[src/rtl/core/text_chunk_splitter_unit_defines.svh]
// Assertion macros shared by the chunk splitter RTL.
`ifndef TEXT_CHUNK_SPLITTER_UNIT_DEFINES_SVH
`define TEXT_CHUNK_SPLITTER_UNIT_DEFINES_SVH

// Same-cycle implication, disabled while reset is high.
`define TCS_ASSERT_HOLDS(label, clk, rst, ante, cons, msg) \
  label: assert property (@(posedge clk) disable iff (rst) (ante) |-> (cons)) \
    else $error(msg);

// Next-cycle implication, disabled while reset is high.
`define TCS_ASSERT_NEXT(label, clk, rst, ante, cons, msg) \
  label: assert property (@(posedge clk) disable iff (rst) (ante) |=> (cons)) \
    else $error(msg);

`endif

[src/rtl/core/tcs_pkg.sv]
package tcs_pkg;

  localparam int MAX_WINDOW = 32;
  localparam int WIN_DEPTH  = MAX_WINDOW + 1;
  // Ring buffer of a power-of-two depth so pointer wrap is free.
  localparam int MEM_DEPTH  = 64;
  localparam int PTR_W      = $clog2(MEM_DEPTH);
  localparam int CNT_W      = $clog2(WIN_DEPTH + 1);
  localparam int LEN_W      = 6;
  localparam int BYTE_W     = 8;

  typedef logic [PTR_W-1:0]  ptr_t;
  typedef logic [CNT_W-1:0]  cnt_t;
  typedef logic [LEN_W-1:0]  len_t;
  typedef logic [BYTE_W-1:0] byte_t;

  localparam len_t LEN_RESET = len_t'(MAX_WINDOW);

  typedef enum logic [1:0] {
    ST_IDLE,
    ST_CHECK,
    ST_SEARCH,
    ST_EMIT
  } tcs_state_t;

  // C-locale whitespace or ASCII punctuation.
  function automatic logic is_break(byte_t b);
    return (b == 8'h20) ||
           (b >= 8'h09 && b <= 8'h0D) ||
           (b >= 8'h21 && b <= 8'h2F) ||
           (b >= 8'h3A && b <= 8'h40) ||
           (b >= 8'h5B && b <= 8'h60) ||
           (b >= 8'h7B && b <= 8'h7E);
  endfunction

  // Out-of-range lengths saturate to 1..MAX_WINDOW.
  function automatic cnt_t clamp_len(len_t v);
    cnt_t r;
    if (v == '0) begin
      r = cnt_t'(1);
    end else if (v > len_t'(MAX_WINDOW)) begin
      r = cnt_t'(MAX_WINDOW);
    end else begin
      r = cnt_t'(v);
    end
    return r;
  endfunction

endpackage

[src/rtl/core/tcs_in_if.sv]
interface tcs_in_if;
  logic                       valid;
  logic                       ready;
  logic [tcs_pkg::BYTE_W-1:0] text_byte;
  logic                       final_byte;

  modport source (output valid, text_byte, final_byte, input ready);
  modport sink   (input valid, text_byte, final_byte, output ready);
endinterface

[src/rtl/core/tcs_out_if.sv]
interface tcs_out_if;
  logic                       valid;
  logic                       ready;
  logic [tcs_pkg::BYTE_W-1:0] out_byte;
  logic                       chunk_end;
  logic                       text_end;
  logic                       run_end;

  modport source (output valid, out_byte, chunk_end, text_end, run_end, input ready);
  modport sink   (input valid, out_byte, chunk_end, text_end, run_end, output ready);
endinterface

[src/rtl/core/text_chunk_splitter_unit.sv]
// Greedy word-wrap chunker for a byte stream.
// text_in carries one text byte per item, with final_byte on the last byte of
// a text. chunk_out carries one emitted byte per item, flagged with chunk_end,
// text_end and run_end (last output caused by the current input byte).
// cfg_we/cfg_data write max_len, the largest chunk length; write it only idle.
// Bytes sit in a 64-entry ring buffer with one port, read data registered.
// An input item is accepted in ST_IDLE and then checked in ST_CHECK. Each
// chunk cut then runs a backward break search over offsets from the clamped
// max_len down to 1, stopping at the first break (one buffer read per cycle),
// emits its bytes one per cycle while chunk_out is not stalled, retires the
// cut and checks again. A final remainder is emitted the same way. Each byte
// is emitted at most once. On the way out, a byte passes ST_CHECK (and for a
// cut ST_SEARCH), the registered buffer read and the result register.
// text_in.ready is high only while the block is idle between items.
// The result register lets emission run while the receiver takes the previous
// item; a stall on chunk_out freezes emission with nothing lost.
// Reset empties the buffer, drops any pending result and sets max_len to 32.
`include "text_chunk_splitter_unit_defines.svh"

module text_chunk_splitter_unit (
  input  logic                      clk,
  input  logic                      rst,
  input  logic                      cfg_we,
  input  logic [tcs_pkg::LEN_W-1:0] cfg_data,
  tcs_in_if.sink                    text_in,
  tcs_out_if.source                 chunk_out
);
  import tcs_pkg::*;

  byte_t      mem [MEM_DEPTH];
  byte_t      rdata;
  logic       rd_en;
  ptr_t       rd_addr;
  logic       wr_en;
  ptr_t       wr_addr;

  len_t       max_len;
  cnt_t       m;
  tcs_state_t state, state_next;
  ptr_t       head, head_next;
  cnt_t       fill, fill_next;
  logic       fin, fin_next;
  cnt_t       idx, idx_next;
  cnt_t       probe_idx, probe_idx_next;
  logic       probe_vld, probe_vld_next;
  cnt_t       emit_len, emit_len_next;
  cnt_t       emit_drop, emit_drop_next;
  cnt_t       emit_pos, emit_pos_next;
  logic       pend, pend_next;
  logic       pend_last, pend_last_next;
  logic       run_last, run_last_next;
  logic       text_last, text_last_next;

  logic       out_valid, out_valid_next;
  byte_t      out_byte, out_byte_next;
  logic       out_chunk_end, out_chunk_end_next;
  logic       out_text_end, out_text_end_next;
  logic       out_run_end, out_run_end_next;

  logic       can_load;
  logic       load;
  logic       issue;
  logic       cut_go;
  cnt_t       cut_len;
  cnt_t       cut_drop;
  cnt_t       cut_rest;

  assign m               = clamp_len(max_len);
  assign text_in.ready   = (state == ST_IDLE);
  assign can_load        = !out_valid || chunk_out.ready;
  assign wr_addr         = head + ptr_t'(fill);

  assign chunk_out.valid     = out_valid;
  assign chunk_out.out_byte  = out_byte;
  assign chunk_out.chunk_end = out_chunk_end;
  assign chunk_out.text_end  = out_text_end;
  assign chunk_out.run_end   = out_run_end;

  always_ff @(posedge clk) begin
    if (wr_en) begin
      mem[wr_addr] <= text_in.text_byte;
    end
    if (rd_en) begin
      rdata <= mem[rd_addr];
    end
  end

  always_ff @(posedge clk) begin
    if (rst) begin
      max_len <= LEN_RESET;
    end else if (cfg_we) begin
      max_len <= cfg_data;
    end
  end

  always_ff @(posedge clk) begin
    if (rst) begin
      state     <= ST_IDLE;
      head      <= '0;
      fill      <= '0;
      fin       <= 1'b0;
      probe_vld <= 1'b0;
      pend      <= 1'b0;
      out_valid <= 1'b0;
    end else begin
      state     <= state_next;
      head      <= head_next;
      fill      <= fill_next;
      fin       <= fin_next;
      probe_vld <= probe_vld_next;
      pend      <= pend_next;
      out_valid <= out_valid_next;
    end
    idx           <= idx_next;
    probe_idx     <= probe_idx_next;
    emit_len      <= emit_len_next;
    emit_drop     <= emit_drop_next;
    emit_pos      <= emit_pos_next;
    pend_last     <= pend_last_next;
    run_last      <= run_last_next;
    text_last     <= text_last_next;
    out_byte      <= out_byte_next;
    out_chunk_end <= out_chunk_end_next;
    out_text_end  <= out_text_end_next;
    out_run_end   <= out_run_end_next;
  end

  // A cut ends either before the break found by the probe or after m bytes.
  always_comb begin
    cut_go   = 1'b0;
    cut_len  = m;
    cut_drop = m;
    if (state == ST_SEARCH && probe_vld) begin
      if (is_break(rdata)) begin
        cut_go   = 1'b1;
        cut_len  = probe_idx;
        cut_drop = cnt_t'(probe_idx + 1'b1);
      end else if (probe_idx == cnt_t'(1)) begin
        cut_go   = 1'b1;
      end
    end
    cut_rest = fill - cut_drop;
  end

  always_comb begin
    state_next         = state;
    head_next          = head;
    fill_next          = fill;
    fin_next           = fin;
    idx_next           = idx;
    probe_idx_next     = probe_idx;
    probe_vld_next     = probe_vld;
    emit_len_next      = emit_len;
    emit_drop_next     = emit_drop;
    emit_pos_next      = emit_pos;
    pend_next          = pend;
    pend_last_next     = pend_last;
    run_last_next      = run_last;
    text_last_next     = text_last;
    rd_en              = 1'b0;
    rd_addr            = head + ptr_t'(idx);
    wr_en              = 1'b0;
    load               = 1'b0;
    issue              = 1'b0;

    unique case (state)
      ST_IDLE: begin
        if (text_in.valid) begin
          wr_en      = 1'b1;
          fill_next  = cnt_t'(fill + 1'b1);
          fin_next   = text_in.final_byte;
          state_next = ST_CHECK;
        end
      end
      ST_CHECK: begin
        if (fill > m) begin
          idx_next       = m;
          probe_vld_next = 1'b0;
          state_next     = ST_SEARCH;
        end else if (fin && fill != '0) begin
          emit_len_next  = fill;
          emit_drop_next = fill;
          emit_pos_next  = '0;
          pend_next      = 1'b0;
          run_last_next  = 1'b1;
          text_last_next = 1'b1;
          state_next     = ST_EMIT;
        end else begin
          fin_next   = 1'b0;
          state_next = ST_IDLE;
        end
      end
      ST_SEARCH: begin
        if (cut_go) begin
          emit_len_next  = cut_len;
          emit_drop_next = cut_drop;
          emit_pos_next  = '0;
          pend_next      = 1'b0;
          // This cut carries run_end only if no further cut or remainder follows.
          run_last_next  = (cut_rest <= m) && (!fin || cut_rest == '0);
          text_last_next = fin && (cut_rest == '0);
          state_next     = ST_EMIT;
        end else begin
          rd_en          = 1'b1;
          rd_addr        = head + ptr_t'(idx);
          probe_idx_next = idx;
          probe_vld_next = 1'b1;
          idx_next       = cnt_t'(idx - 1'b1);
        end
      end
      ST_EMIT: begin
        load  = pend && can_load;
        issue = (emit_pos != emit_len) && (!pend || can_load);
        if (issue) begin
          rd_en          = 1'b1;
          rd_addr        = head + ptr_t'(emit_pos);
          emit_pos_next  = cnt_t'(emit_pos + 1'b1);
          pend_next      = 1'b1;
          pend_last_next = (cnt_t'(emit_pos + 1'b1) == emit_len);
        end else if (load) begin
          pend_next = 1'b0;
        end
        if (emit_pos == emit_len && (!pend || can_load)) begin
          head_next  = head + ptr_t'(emit_drop);
          fill_next  = fill - emit_drop;
          state_next = ST_CHECK;
        end
      end
      default: begin
        state_next = ST_IDLE;
      end
    endcase
  end

  always_comb begin
    out_valid_next     = out_valid;
    out_byte_next      = out_byte;
    out_chunk_end_next = out_chunk_end;
    out_text_end_next  = out_text_end;
    out_run_end_next   = out_run_end;
    if (load) begin
      out_valid_next     = 1'b1;
      out_byte_next      = rdata;
      out_chunk_end_next = pend_last;
      out_text_end_next  = pend_last && text_last;
      out_run_end_next   = pend_last && run_last;
    end else if (chunk_out.ready) begin
      out_valid_next = 1'b0;
    end
  end

  `TCS_ASSERT_NEXT(a_fill_grows, clk, rst, text_in.valid && text_in.ready, fill == cnt_t'($past(fill) + 1'b1), "fill did not grow on an accepted item")
  `TCS_ASSERT_HOLDS(a_fill_bound, clk, rst, 1'b1, fill <= cnt_t'(WIN_DEPTH), "buffer fill exceeds window depth")
  `TCS_ASSERT_HOLDS(a_probe_nonzero, clk, rst, state == ST_SEARCH && probe_vld, probe_idx != '0, "break search probed offset zero")
  `TCS_ASSERT_HOLDS(a_emit_len, clk, rst, state == ST_EMIT, emit_len != '0 && emit_len <= m && emit_drop <= fill, "bad chunk length")
  `TCS_ASSERT_HOLDS(a_text_end_flags, clk, rst, out_valid && out_text_end, out_chunk_end && out_run_end, "text end without chunk and run end")

endmodule

[src/flat_wrapper.sv]
// flat-port wrapper written by rule: the top's interface ports become plain ports
module text_chunk_splitter_unit_flat import tcs_pkg::*;
  (clk, rst, cfg_we, cfg_data, text_in_valid, text_in_text_byte, text_in_final_byte, text_in_ready, chunk_out_valid, chunk_out_out_byte, chunk_out_chunk_end, chunk_out_text_end, chunk_out_run_end, chunk_out_ready);
  tcs_in_if text_in_i ();
  tcs_out_if chunk_out_i ();
  input  logic clk;
  input  logic rst;
  input  logic cfg_we;
  input  logic [tcs_pkg::LEN_W-1:0] cfg_data;
  input wire logic [$bits(text_in_i.valid)-1:0] text_in_valid;
  input wire logic [$bits(text_in_i.text_byte)-1:0] text_in_text_byte;
  input wire logic [$bits(text_in_i.final_byte)-1:0] text_in_final_byte;
  output wire logic [$bits(text_in_i.ready)-1:0] text_in_ready;
  output wire logic [$bits(chunk_out_i.valid)-1:0] chunk_out_valid;
  output wire logic [$bits(chunk_out_i.out_byte)-1:0] chunk_out_out_byte;
  output wire logic [$bits(chunk_out_i.chunk_end)-1:0] chunk_out_chunk_end;
  output wire logic [$bits(chunk_out_i.text_end)-1:0] chunk_out_text_end;
  output wire logic [$bits(chunk_out_i.run_end)-1:0] chunk_out_run_end;
  input wire logic [$bits(chunk_out_i.ready)-1:0] chunk_out_ready;
  assign text_in_i.valid = text_in_valid;
  assign text_in_i.text_byte = text_in_text_byte;
  assign text_in_i.final_byte = text_in_final_byte;
  assign text_in_ready = text_in_i.ready;
  assign chunk_out_valid = chunk_out_i.valid;
  assign chunk_out_out_byte = chunk_out_i.out_byte;
  assign chunk_out_chunk_end = chunk_out_i.chunk_end;
  assign chunk_out_text_end = chunk_out_i.text_end;
  assign chunk_out_run_end = chunk_out_i.run_end;
  assign chunk_out_i.ready = chunk_out_ready;
  text_chunk_splitter_unit u_core (.clk(clk), .rst(rst), .cfg_we(cfg_we), .cfg_data(cfg_data), .text_in(text_in_i), .chunk_out(chunk_out_i));
endmodule
[config.mk]
export PLATFORM = sky130hd
export DESIGN_NAME = text_chunk_splitter_unit_flat
export DESIGN_NICKNAME = d
export VERILOG_FILES = /design/src/rtl/core/tcs_pkg.sv /design/src/rtl/core/tcs_in_if.sv /design/src/rtl/core/tcs_out_if.sv /design/src/rtl/core/text_chunk_splitter_unit.sv /design/src/flat_wrapper.sv
export VERILOG_INCLUDE_DIRS = /design/src /design/src/rtl/core
export SDC_FILE = /design/constraint.sdc
export NUM_CORES = 1
export LEC_CHECK = 0
export BUFFER_PORTS_ARGS = -buffer_cell sky130_fd_sc_hd__buf_4
export CAP_MARGIN = 5
export CORE_UTILIZATION = 45
export CTS_BUF_LIST = sky130_fd_sc_hd__clkbuf_2 sky130_fd_sc_hd__clkbuf_4 sky130_fd_sc_hd__clkbuf_8
export DETAILED_ROUTE_END_ITERATION = 10
export GPL_ROUTABILITY_DRIVEN = 0
export PLACE_DENSITY_LB_ADDON = 0.08
export SLEW_MARGIN = 20
export SYNTH_ARGS = -nofsm -noshare
export SYNTH_HDL_FRONTEND = slang
export SYNTH_SLANG_ARGS = --single-unit
[constraint.sdc]
create_clock -name clk -period 6.2 [get_ports clk]
set_clock_uncertainty 0.1 [all_clocks]
set_input_delay 0.62 -clock clk [delete_from_list [all_inputs] [get_ports clk]]
set_output_delay 0.62 -clock clk [all_outputs]
set_load 0.05 [all_outputs]
Word-level counts from Yosys, hierarchy flattened
Memory sizes are Yosys's and may differ from the RTL's. A register that Yosys moved wholly into a read port is not among the register bits.
Index checks and enable logic that the tools add are counted.
{"block": "word_totals", "output_inout_bits": 13, "wordCells": 170, "ramBits": 512, "latch_bits": 0, "ff_bits": 68, "mem_bits_ro": 0, "mem_count": 1, "in_bits": 20}
{"name": "u_core.mem", "words": 64, "word_bits": 8, "read_ports": 1, "rd_ports_with_merged_regs": 1, "wr": 1, "line": "text_chunk_splitter_unit.sv:30", "source": "byte_t mem [MEM_DEPTH];"}
{"block": "classes", "n_eq_ne": 18, "n_addsub": 10, "div": 0, "order_cmp": 13, "bitwise_logic": 1, "shift": 0, "n_reduce_logical": 44, "muxes": 63, "n_mul": 0}
{"cell": "$mux W6", "count": 20}
{"cell": "$pmux W6 S2", "count": 4}
{"cell": "$mux W1", "count": 26}
{"cell": "$add A6 B6 Y6", "count": 4}
{"cell": "$le A8 B7 Y1 const B", "count": 3}
{"cell": "$add A6 B1 Y6 const B", "count": 3}
{"cell": "$pmux W6 S3", "count": 1}
{"cell": "$ge A8 B6 Y1 const B", "count": 2}
{"cell": "$ge A8 B7 Y1 const B", "count": 2}
{"cell": "$logic_and A1 B1 Y1", "count": 14}
{"cell": "$eq A6 B6 Y1", "count": 2}
{"cell": "$logic_not A6 Y1", "count": 2}
{"cell": "$sub A6 B6 Y6", "count": 2}
{"cell": "$mux W2", "count": 5}
{"cell": "$ne A2 B1 Y1 const B", "count": 5}
{"cell": "$pmux W1 S2", "count": 5}
{"cell": "$reduce_and A5 Y1", "count": 2}
{"cell": "$reduce_and A3 Y1", "count": 3}
{"cell": "$eq A8 B6 Y1 const B", "count": 1}
{"cell": "$ge A8 B4 Y1 const B", "count": 1}
{"cell": "$le A8 B4 Y1 const B", "count": 1}
{"cell": "$le A8 B6 Y1 const B", "count": 1}
{"cell": "$logic_or A1 B1 Y1", "count": 8}
{"cell": "$ne A2 B2 Y1 const B", "count": 4}
{"cell": "other kinds (19)", "count": 28}

Logic depth before layout (Yosys ltp)
{"block": "depth", "ltp_word": 15, "ltp_mapped": 21, "mapped_depth_nobuf": 19}

Worst setup path before layout
No wires, ideal clock.
{"block": "synth_path", "kind": "flip-flop to flip-flop", "startpoint": "register u_core.rdata[1] (read register of u_core.mem)", "endpoint": "register u_core.run_last (data pin)", "synth_period_minus_slack_ps": 4445, "setup_slack_ps": 1755, "arrival_ps": 4182, "setup_ps": 163, "required_ps": 5937, "stages_incl_launch_ff": 19, "path_buffers": 1, "path_cell_list": "edfxtp_1 nor4_1 mux2i_1 or2_1 a211oi_4 buf_2 nor2_1 a21oi_1 ha_1 a21o_1 a21o_1 maj3_1 a21oi_1 xnor2_1 ha_1 a21oi_1 a31oi_1 or3b_1 o221ai_1"}
{"block": "synth_between", "elab_chain_len": 15, "elab_cells_between_ends": 30, "classes_between": "1 x add/sub; 11 x order compare; 1 x eq/ne; 4 x mux; 13 x reduce/logical"}
{"item": "start, declared", "line": "text_chunk_splitter_unit.sv:31", "source": "byte_t rdata;"}
{"item": "$ge A8 B4 Y1 / $le A8 B4 Y1 (equally long branches)", "line": "tcs_pkg.sv:29", "source": "(b >= 8'h09 && b <= 8'h0D) ||"}
{"item": "$logic_and A1 B1 Y1", "line": "tcs_pkg.sv:29"}
{"item": "$logic_or A1 B1 Y1", "line": "tcs_pkg.sv:28", "source": "return (b == 8'h20) ||"}
{"item": "$logic_or A1 B1 Y1", "line": "tcs_pkg.sv:29"}
{"item": "$logic_or A1 B1 Y1", "line": "tcs_pkg.sv:30", "source": "(b >= 8'h21 && b <= 8'h2F) ||"}
{"item": "$logic_or A1 B1 Y1", "line": "tcs_pkg.sv:31", "source": "(b >= 8'h3A && b <= 8'h40) ||"}
{"item": "$logic_or A1 B1 Y1 *", "line": "tcs_pkg.sv:32", "source": "(b >= 8'h5B && b <= 8'h60) ||"}
{"item": "$mux W6 *", "line": "text_chunk_splitter_unit.sv:134", "source": "if (is_break(rdata)) begin"}
{"item": "$mux W6 *", "line": "text_chunk_splitter_unit.sv:133", "source": "if (state == ST_SEARCH && probe_vld) begin"}
{"item": "$sub A6 B6 Y6 *", "line": "text_chunk_splitter_unit.sv:142", "source": "cut_rest = fill - cut_drop;"}
{"item": "branches (longest 2 deep; another with $le A6 B6 Y1)"}
{"item": "$logic_and A1 B1 Y1 *", "line": "text_chunk_splitter_unit.sv:200", "source": "run_last_next = (cut_rest <= m) && (!fin || cut_rest == '0);"}
{"item": "$mux W1 *", "line": "text_chunk_splitter_unit.sv:194", "source": "if (cut_go) begin"}
{"item": "$pmux W1 S2 *", "line": "text_chunk_splitter_unit.sv:166", "source": "unique case (state)"}
{"item": "end signal, assigned", "line": "text_chunk_splitter_unit.sv:120", "source": "run_last <= run_last_next;"}
{"item": "end, declared", "line": "text_chunk_splitter_unit.sv:51", "source": "logic run_last, run_last_next;"}
Every way passes the cells marked *. The select of a mux whose other input is x is not followed.
A chain may end at the register's enable or synchronous reset.

Worst setup path after layout
{"block": "layout_path", "startpoint": "register u_core.rdata[0] (read register of u_core.mem)", "endpoint": "register u_core.run_last (data pin)"}
Same word-level chain as after synthesis.

==> metrics.yaml <==
die_width_um: 239.0
synthesis.nets: 1985
multi_input_area_um2: 7326
critPathArrivalTime_ps: 5450
slew_viol_final: 0
worst_path_max_delay_cell: "a211oi_4"
rrSetupSlack_ps: 1160
power.density_nw_per_um2: 294.6
drive_gt1_share_pct: 11.07
firstDrtPassIters: 5
routed_wl_um: 67580
antenna_found_initial: 1
hpwl_um: 41160
r2r-end: "u_core.run_last"
grt_pass1_wl_um: 100600
yosysSeqAreaShare_pct: 68.88
die_area_um2: 57140
nets: 2048
cts_htree_levels: 3
setup_tns_ps: 0
synth_seq_cells: 588
crit_chain: "nor4_1, mux2i_1, or2_1, a211oi_4, mux2i_1, ha_1, inv_1, fa_1, a21o_1, maj3_2, xor2_1, ha_1, o21ai_0, nand2b_1, a21oi_1, a31oi_1, or3b_1, o221ai_1"
vdd_drop_max_uv: 232.2
rows: 86
boundaryPins: 33
crit_buf_inv: 1
final_util_pct: 50.96
cts_resized: 0
hold_end: "u_core.max_len[5]"
numCtsBuffers: 98
clock_latency_ps: 700
drt_iter0_drc: 1471
synth-async-reset-ratio_pct: 0
power.leakage_uw: 0.009480
final_common_cell: "edfxtp_1"
critPathMaxStageDelay_ps: 710
hold_buffers: 0
fmax_ghz: 0.1985
rr_worst_depth: 18
grt_pass1_vias: 15730
via_count: 16270
maxCapViolCount: 0
cp_max_fo: 16
regArea_um2: 17420
drc: 0
port_buffers: 32
root_buffer: "clkbuf_8"
rr_startpoint: "u_core.rdata[0]"
grt-ovfl-total: 0
syn-cell-area_um2: 25280
grt_max_degree: 169
cts_setup_buffers: 0
critPathKind: "register to register"
setup_ws_ps: 1161
dpl_worst_slack_ps: 1188
worstHoldStart: "cfg_data[5]"
grt.total_usage_pct: 23.92
status: "finished, final reports clean"
core_um2: 55310
worstPathRequired_ps: 6610
maxSlewHeadroom_pct: 33.50
crit_family: "compound AO/OA/AOI/OAI gates"
clock-sinks: 588
clock_path_buffers: 3
crit_path_end_kind: "register"
cts_tree: "done"
syn-instance-count: 1910
viasPerCell: 5.827
fin_crit_sh_pct: 81.27
min_path_cells: 3
yosysWarningCount: 0
die_h_um: 239.0
grt_setup_unrepaired: "no"
ys_types: 68
finalHoldViolCount: 0
cts.clk_slew.worst_paths_ps: 60
setup_viol: 0
start_util_pct: 45.72
ys.flop_type: "edfxtp_1"
synth_edf_count: 564
area_growth_syn_to_layout_pct: 11.48
holdCritPathClass: "input pin to register"
fin_crit_ps: 5039
final_cell_mix: "564 x edfxtp_1, 203 x a21oi_1, 198 x nand2_1"
start_kind: "register"
fillers: 4875
worst_pin_slew_ps: 987.1
ant_nets: 0
wl_per_cell_um: 24.20
synthesis.area_per_instance_um2: 13.24
metal layers:
layer  part of all wire, %  global-route usage [%]
met2                    46                   36.42
met5                     0                       0
met1                    46                   34.58
met4                   2.2                   7.187
met3                   6.4                   4.815
flip-flops by register name, summed over array words and instances, names as in the netlist, 2 cells and up:
signal / cells
u_core.head: 6
u_core.state: 2
u_core.emit_len: 6
u_core.emit_pos: 6
u_core.emit_drop: 6
u_core.rdata: 8
u_core.chunk_out.out_byte: 8
u_core.probe_idx: 6
u_core.idx: 6
u_core.fill: 6
u_core.max_len: 6
u_core.mem: 512
logic make-up after synthesis:
kind of cell,synth area share (%)
adders and majority gates,2.984
buffers and inverters,2.425
xor gates and xnor gates,1.767
and+or+nand+nor,8.398
AOI/OAI and AO/OA,14.12
DFF,68.88
muxes,1.425
where the power goes:
group | internal (µW) | switching, µW
clock network | 1730 | 1520
logic | 199 | 417
registers | 4400 | 37.2
cells in the mapped netlist (32+ instances only):
| cell type | instances | area share (%) |
|---|---|---|
| o21ai_0 | 49 | 0.97 |
| a211oi_1 | 46 | 1.4 |
| a21oi_1 | 203 | 4.0 |
| edfxtp_1 | 564 | 67 |
| nor2_1 | 134 | 2.0 |
| xnor2_1 | 35 | 1.2 |
| ha_1 | 49 | 2.4 |
| buf_2 | 37 | 0.73 |
| a21boi_0 | 32 | 0.95 |
| a22oi_1 | 72 | 2.1 |
| clkbuf_1 | 47 | 0.70 |
| o22ai_1 | 35 | 0.87 |
| nand2_1 | 199 | 3.0 |
| inv_1 | 51 | 0.76 |
layout make-up:
class	instances	share of cell area, %
Antenna cell	2	0.01776
Clock buffer	126	5.598
Clock inverter	43	0.8434
Inverter	51	0.6792
Multi-Input combinational cell	1173	25.99
Sequential cell	588	61.79
Tap cell	748	3.320
Timing Repair Buffer	61	1.758
per-stage QoR:
stage,instance area [µm²],cells,hold WS (ps),total power [µW]
after floorplan,25280,1910,332.9,4883
after global placement,26370,2621,375.0,5125
after detailed placement,26370,2621,373.6,5132
after CTS,28180,2790,6.567,8373
after global routing,28180,2791,26.92,8607
final,28190,2792,68.76,8302
worst max-delay path by stage:
stage	slack, ps	start	depth (start not counted)	end
2_1_floorplan	1760	u_core.rdata[1]	18	u_core.run_last
3_3_place_gp	1290	u_core.rdata[0]	18	u_core.run_last
3_5_place_dp	1190	u_core.rdata[1]	18	u_core.run_last
4_1_cts	1140	u_core.rdata[0]	18	u_core.run_last
5_1_grt	770	u_core.rdata[0]	18	u_core.run_last
6_report	1160	u_core.rdata[0]	18	u_core.run_last
worst register-to-register path, delay by kind of cell, from the launching register on:
family | cells | cell delay [ps]
compound gates | 6 | 1370
fa+ha+maj | 4 | 1190
simple gates | 4 | 1030
flops | 1 | 450
mux | 2 | 450
xor+xnor | 1 | 220
buf+inv | 1 | 60
No activity file was read; power rests on OpenSTA's default activity.
